==> src/design/alr_pkg.sv <==
// ----------------------------------------------------------------------------
// alr_pkg
// Shared types and constants of the line raster core: request codes,
// controller states and the command and status groups between the
// controller and the datapath.
// ----------------------------------------------------------------------------
package alr_pkg;

    // default screen geometry
    localparam int DEF_SCREEN_WIDTH  = 640;
    localparam int DEF_SCREEN_HEIGHT = 480;

    // fixed field widths
    localparam int X_W       = 10;
    localparam int Y_W       = 9;
    localparam int ADDR_IN_W = 16;
    localparam int DATA_W    = 8;

    // request codes
    typedef enum logic [1:0] {
        REQ_CLEAR = 2'd0,
        REQ_MOVE  = 2'd1,
        REQ_DRAW  = 2'd2,
        REQ_READ  = 2'd3
    } req_t;

    // controller states
    typedef enum logic [3:0] {
        ST_INIT,
        ST_IDLE,
        ST_CLEAR,
        ST_SETUP,
        ST_RUN,
        ST_DRAIN,
        ST_RD,
        ST_RD_WAIT,
        ST_FINISH
    } state_t;

    // controller to datapath
    typedef struct packed {
        logic load;
        logic clear_step;
        logic setup;
        logic issue;
        logic read_capture;
        logic push;
    } alr_cmd_t;

    // datapath to controller
    typedef struct packed {
        req_t req_in;
        logic clr_last;
        logic span_live;
        logic run_last;
        logic out_free;
    } alr_status_t;

endpackage

==> src/design/alr_ctrl.sv <==
// ----------------------------------------------------------------------------
// alr_ctrl
// Request sequencer of the line raster core: clearing pass, span walk,
// byte read and hand-off of each result to the output register.
// ----------------------------------------------------------------------------
module alr_ctrl
    import alr_pkg::*;
(
    input  logic        clk,
    input  logic        rst_n,
    input  logic        in_valid,
    output logic        in_ready,
    input  alr_status_t status,
    output alr_cmd_t    cmd
);

    state_t state_reg;
    state_t state_next;

    // state register
    always_ff @(posedge clk or negedge rst_n)
    begin
        if (!rst_n)
        begin
            state_reg <= ST_INIT;
        end
        else
        begin
            state_reg <= state_next;
        end
    end

    // next state and commands
    always_comb
    begin
        state_next = state_reg;
        cmd        = '0;
        in_ready   = 1'b0;
        unique case (state_reg)
            ST_INIT:
            begin
                cmd.clear_step = 1'b1;
                if (status.clr_last)
                begin
                    state_next = ST_IDLE;
                end
            end
            ST_IDLE:
            begin
                in_ready = 1'b1;
                if (in_valid)
                begin
                    cmd.load = 1'b1;
                    unique case (status.req_in)
                        REQ_CLEAR: state_next = ST_CLEAR;
                        REQ_MOVE:  state_next = ST_FINISH;
                        REQ_DRAW:  state_next = ST_SETUP;
                        REQ_READ:  state_next = ST_RD;
                        default:   state_next = ST_IDLE;
                    endcase
                end
            end
            ST_CLEAR:
            begin
                cmd.clear_step = 1'b1;
                if (status.clr_last)
                begin
                    state_next = ST_FINISH;
                end
            end
            ST_SETUP:
            begin
                cmd.setup  = 1'b1;
                state_next = status.span_live ? ST_RUN : ST_FINISH;
            end
            ST_RUN:
            begin
                cmd.issue = 1'b1;
                if (status.run_last)
                begin
                    state_next = ST_DRAIN;
                end
            end
            ST_DRAIN:
            begin
                // last read-modify-write lands this cycle
                state_next = ST_FINISH;
            end
            ST_RD:
            begin
                state_next = ST_RD_WAIT;
            end
            ST_RD_WAIT:
            begin
                cmd.read_capture = 1'b1;
                state_next       = ST_FINISH;
            end
            ST_FINISH:
            begin
                if (status.out_free)
                begin
                    cmd.push   = 1'b1;
                    state_next = ST_IDLE;
                end
            end
            default:
            begin
                state_next = ST_IDLE;
            end
        endcase
    end

endmodule

==> config.mk <==
export PLATFORM = sky130hd
export DESIGN_NAME = alr_ctrl
export DESIGN_NICKNAME = d
export VERILOG_FILES = /design/src/design/alr_pkg.sv /design/src/design/alr_ctrl.sv
export SDC_FILE = /design/constraint.sdc
export NUM_CORES = 1
export LEC_CHECK = 0
export BUFFER_PORTS_ARGS = -buffer_cell sky130_fd_sc_hd__buf_2
export CORE_AREA = 4 4 41 43
export DETAILED_ROUTE_END_ITERATION = 6
export DIE_AREA = 0 0 45 47
export SYNTH_ARGS = -nofsm -noshare
export SYNTH_HDL_FRONTEND = slang
export SYNTH_SLANG_ARGS = --single-unit
==> constraint.sdc <==
create_clock -name clk -period 3 [get_ports clk]
set_input_delay 0.3 -clock clk [delete_from_list [all_inputs] [get_ports clk]]
set_output_delay 0.3 -clock clk [all_outputs]
set_load 0.02 [all_outputs]
==> results by group, run 1 <==
Die
  – Die Area: roughly 2100 µm²
  – Initial cell density of the core: between 30% and 40%
  – Die Span Y: 47 µm
  – Die Span X: approximately 45 µm
  – Num ports: 16
  – Site Rows: 13
  – Core Region: ~1300 µm²

Route
  – DRC: 0
  – DRT iter0 DRCs: 6
  – DRT Pass-1 Iters: 4
  – Routed vias/inst: around 5.0
  – Wire length per cell: 11.7 µm
  – DRT Wirelength: 925 µm
  – Total number of vias: between 300 and 400
  – Final ANT Viol Nets: 0

Power and ir drop
  – Int Power: between 200 and 300 µW
  – Final Power: just under 500 µW
  – Sequential power share: between 20 and 30%
  – Sw Ratio: around 49%
  – Clock network power share: 13.6%
  – Sw power: about 240 µW
  – Comb power frac: just under 60%
  – Peak supply drop: approximately 0.40 mV
  – PD cells: just under 1000 nW/µm²
  – Leakage: between 0.2 and 0.3 nW

Clocking
  – Total CTS buffers: 3
  – # resized after CTS: 0
  – CTS tree: done
  – Clock-pin slew on the worst setup and hold paths: 0.04 ns
  – Setup Fix Bufs, Post-CTS: 0
  – CTS Root Buffer Type: clkbuf_4
  – Clk sinks: 4
  – Htree depth: 1
  – Longest Clk Path Bufs: 2
  – Clock Latency Late Sink: around 0.24 ns

Place
  – Routability cong.: approximately 0.8
  – Buffers added on ports: 15
  – Place WS: between 1 and 1.5 ns
  – Placed instance count: 75
  – Detailed Place HPWL: about 730 µm
  – Placed cell areas: about 480 µm²

Cells and area
  – Non-filler cells, final: 79
  – Layout Nets: 75
  – Layout cell share with drive strength beyond 1: between 30% and 40%
  – Combined area of the multi-input logic cells: around 270 µm²
  – Layout fillers: 150
  – Antenna diode count: 0
  – Reg area: roughly 100 µm²
  – Fin area: 510 µm²
  – Number of flip-flops in the largest register: 4
  – Layout Utilization: slightly below 40%
  – Synthesis-to-finish area growth: 21.1%

Synthesis
  – Number of synthesized flops with an enable pin: 0
  – Prevailing post-synth register cell: dfrtp_1
  – Post-synthesis mux area share: under 10%
  – Syn_nets: 58
  – Compound-Gate Fraction of Synth Area: between 20% and 30%
  – Synth warn: 0
  – Fraction of registers with async set/reset: 100%
  – Post-synthesis cell count: 49
  – Post-Synth Adder-Cell Area: 0%
  – Xor/xnor share of the synthesized area: 0%
  – Distinct cells, synth: 30
  – Cell area after synthesis: about 420 µm²
  – Post-Synth Simple-Gate Area: a little under a third
  – Sequential area share after synthesis: a little under a quarter
  – Synth Register Bits: 4
  – Synthesized area per cell: roughly 8.6 µm²
  – Largest family of logic cells by synthesized area: simple AND/OR/NAND/NOR gates

Timing
  – Skew final: between 0.003 and 0.004 ns
  – Final setup viols: 0
  – Setup TNS: 0 ns
  – Final worst slack: ~1.2 ns
  – Final min period: approximately 1.8 ns
  – Fmax: roughly 560 MHz
  – Fin. Hold Viols: 0
  – Max Slew Vio Count: 0
  – Tightest Pin Transition: around 0.45 ns
  – Hold slack: between 0.3 and 0.4 ns
  – Final worst-path cycle share: 59.4%
  – Worst rel slew slack: between 60% and 70%
  – Unrepaired setup endpoints after global routing: no

GRT
  – Total track usage: around 11%
  – Initial antenna violation count: 0
  – Largest net degree at the start of global routing: 12
  – Vias in the first global route: between 300 and 400
  – Grt ovf: 0
  – First-pass GRT wire length: ~1600 µm

Critical path
  – Worst Path Required: ~2.7 ns
  – Setup CP Type: reg2out
  – Cells along the critical path: nor4b_4 -> and2_1 -> buf_2
  – Slowest CP cell: dfrtp_1
  – Worst R2R Path Depth: 4
  – CP endpoint kind: primary output
  – CP startpoint kind: flop
  – Slowest cell delay on critical path: approximately 0.53 ns
  – WP buf/inv: 1
  – Stages on the worst setup path: 3
  – Crit-path max FO: 11
  – CP Data Arrival Time: roughly 1.5 ns
  – CP top delay family: simple AND/OR/NAND/NOR gates

Status
  – Status: completed

Job
  – Max cap viols: 0

Min path
  – Worst hold-check path type: in2async
## logic make-up after synthesis
kind of cell	Yosys count
compound gates	15
buf+inv	9
flops	4
mux	1
simple gates	20
## timing repair
item                                    4_1_cts  5_1_grt
endpoints found under the hold margin         4        0
hold buffers                                  1        0
endpoints found under the setup margin        0        0
## power by group through the flow
stage / clock [mW] / combinational (mW) / sequential, mW
3_3_place_gp: 0 / 0.289 / 0.139
5_1_grt: 0.0762 / 0.313 / 0.148
6_report: 0.0672 / 0.286 / 0.140
4_1_cts: 0.0712 / 0.287 / 0.139
2_1_floorplan: 0 / 0.301 / 0.0833
3_5_place_dp: 0 / 0.286 / 0.140
## final cells by class
class | count | area share [%]
flip-flops and latches | 4 | 19.6
well taps | 15 | 3.68
clock buffers | 3 | 4.41
inverters | 5 | 3.68
multi-input cells | 36 | 52.0
repair buffers | 16 | 16.7
## cell usage in the layout (no fill, tap or decap), types with 2 or more instances in the layout
cell type,instances
o21ai_0,2
inv_1,5
buf_2,15
a311oi_2,2
a21oi_1,3
or2_2,2
a21o_1,2
dfrtp_1,4
nor2_1,5
nand2_1,2
clkbuf_4,3
## synthesized netlist by cell type, types with 2 or more instances
master / instances / area, µm²
inv_1: 5 / 18.8
nor2_1: 5 / 18.8
dfrtp_1: 4 / 100
a21oi_1: 3 / 15.0
a21o_1: 2 / 15.0
a311oi_2: 2 / 30.0
buf_6: 2 / 22.5
nand2_1: 2 / 7.51
o21ai_0: 2 / 10.0
or2_2: 2 / 12.5
## layer usage
metal,share of wire (%),wire length (µm),global-route usage (%),vias up
met5,0,0,0,-
met4,0.86,8,7.02,0
met3,7.6,70,4.60,2
met2,41,382,15.0,16
met1,50,464,14.0,171
li1,-,-,-,207
## final timing paths
path | startpoint | to | slack [ns]
max | state_reg[1] | cmd[5] | 1.22
min | rst_n | state_reg[3] | 0.40
max reg2reg | state_reg[0] | state_reg[1] | 1.52
min reg2reg | state_reg[3] | state_reg[2] | 0.67
max in group asynchronous | rst_n | state_reg[1] | 2.48
min in group clk | status[1] | state_reg[0] | 0.40
Note: power is estimated with default switching activity, not from simulation.
==> run 2, diff against run 1 <==
==> constraint.sdc (replaced) <==
create_clock -name clk -period 1.85 [get_ports clk]
set_input_delay 0.185 -clock clk [delete_from_list [all_inputs] [get_ports clk]]
set_output_delay 0.185 -clock clk [all_outputs]
set_load 0.02 [all_outputs]
==> run 2 against run 1 <==
  * Clock skew decreased by 0.0017 ns
  * Via count decreased by 2.0%
  * Utilization unchanged
  * Worst hold slack worse by 0.11 ns
  * Setup slack got worse by 1.0 ns
  * Non-clock buffer count stayed put
  * Cell count stayed put
==> results by group, run 2 (same netlist as run 1, synthesis figures left out) <==
Status
  – Status: completed

Power and ir drop
  – Leakage: 0.263 nW
  – PD cells: about 1600 nW/µm²
  – Peak supply drop: approximately 0.8 mV

Cells and area
  – Antenna diode count: 0
  – Layout Nets: 75
  – Layout Utilization: 39.2%
  – Synthesis-to-finish area growth: 21.1%
  – Non-filler cells, final: 79
  – Most frequent cells in the layout: buf_2, nor2_1, inv_1, dfrtp_1
  – Layout cell share with drive strength beyond 1: about 39%
  – Fin area: around 510 µm²
  – Commonest non-fill, non-tap cell in the layout: buf_2
  – Number of flip-flops in the largest register: 4
  – Layout fillers: 145

Critical path
  – Start point of the critical path: state_reg[1]
  – CP endpoint kind: primary output
  – CP startpoint kind: flop
  – Worst setup path endpoint: cmd[5]
  – R2R setup slack: 0.37 ns
  – Setup CP Type: reg2out
  – CP Data Arrival Time: 1.47 ns
  – Critical R2R Launch: state_reg[0]
  – RR Endpoint: state_reg[3]
  – Worst Path Required: 1.66 ns
  – Crit-path max FO: 11
  – Worst R2R Path Depth: 4

Route
  – DRC: 0
  – DRT iter0 DRCs: 6
  – Routed vias/inst: 4.91
  – Wire length per cell: between 10 and 15 µm
  – DRT Wirelength: ~950 µm
  – Total number of vias: slightly below 400
  – DRT Pass-1 Iters: 2
  – Final ANT Viol Nets: 0

Clocking
  – Clock-pin slew on the worst setup and hold paths: approximately 0.04 ns
  – CTS Root Buffer Type: clkbuf_4
  – Clock Latency Late Sink: approximately 0.23 ns
  – Total CTS buffers: 3
  – CTS tree: done
  – Htree depth: 1
  – Longest Clk Path Bufs: 2
  – Clk sinks: 4
  – # resized after CTS: 0

Place
  – Placed instance count: 75
  – Placed cell areas: between 400 and 500 µm²
  – Buffers added on ports: 15
  – Detailed Place HPWL: approximately 740 µm
  – Routability cong.: 0.869
  – Place WS: 0.375 ns

Timing
  – Fin. Hold Viols: 0
  – Final worst-path cycle share: 89.7%
  – Final setup viols: 0
  – Final min period: 1.66 ns
  – Max Slew Vio Count: 0
  – Tightest Pin Transition: 0.438 ns
  – Final worst slack: between 0.15 and 0.2 ns
  – Worst rel slew slack: a little over two thirds
  – Setup TNS: 0 ns
  – Skew final: roughly 0.0019 ns
  – Fmax: 603 MHz
  – Unrepaired setup endpoints after global routing: no

GRT
  – Vias in the first global route: between 300 and 400
  – Total track usage: ~11%
  – Initial antenna violation count: 0
  – First-pass GRT wire length: 1570 µm
  – Grt ovf: 0
  – Largest net degree at the start of global routing: 12

Die
  – Core Region: ~1300 µm²
  – Die Span Y: 47 µm
  – Site Rows: 13
  – Initial cell density of the core: about 32%
  – Num ports: 16
  – Die Area: 2120 µm²
  – Die Span X: about 45 µm

Min path
  – Worst hold-check path type: in2async

Job
  – Max cap viols: 0
==> run 2: how the worst min path moves through the flow <==
| stage | to | startpoint | cells past startpoint | slack [ns] |
|---|---|---|---|---|
| floorplan | state_reg[0] | rst_n | 0 | -0.11 |
| global placement | state_reg[3] | rst_n | 1 | -0.005 |
| detailed placement | state_reg[3] | rst_n | 1 | -0.007 |
| CTS | state_reg[3] | rst_n | 2 | 0.28 |
| global route | state_reg[2] | status[4] | 3 | 0.30 |
| finish | state_reg[3] | rst_n | 2 | 0.29 |
==> run 2: per-stage QoR <==
stage / power [mW] / hold WS, ns
final: 0.803 / 0.287
after global routing: 0.868 / 0.303
after floorplan: 0.624 / -0.111
after global placement: 0.695 / -0.00521
after detailed placement: 0.692 / -0.00688
after CTS: 0.807 / 0.284
==> run 2: timing repair <==
item	in CTS	in global routing
hold buffers	1	0
endpoints found under the hold margin	4	0
buffers inserted	0	0
==> run 2: layer usage <==
layer | wire, µm | vias up | global-route usage (%)
li1 | - | 206 | -
met4 | 11 | 0 | 7.60
met1 | 452 | 164 | 11.8
met2 | 405 | 16 | 16.1
met5 | 0 | - | 0
met3 | 83 | 2 | 5.36
==> run 2: cell type report <==
class	instances	area (µm²)	area share, %
Clock buffer	3	22.5	4.41
Inverter	5	18.8	3.68
Multi-Input combinational cell	36	265	52.0
Sequential cell	4	100	19.6
Tap cell	15	18.8	3.68
Timing Repair Buffer	16	85.1	16.7
==> run 2: power by group <==
group | internal, mW | total, mW | leakage, nW | switching, mW
logic | 0.217 | 0.468 | 0.197 | 0.252
clock network | 0.0724 | 0.107 | 0.0138 | 0.0344
registers | 0.120 | 0.228 | 0.0523 | 0.108
==> run 2: critical path: stages (launching register included) <==
cell	delay [ns]
dfrtp_1	0.52
nor4b_4	0.40
and2_1	0.16
buf_2	0.15
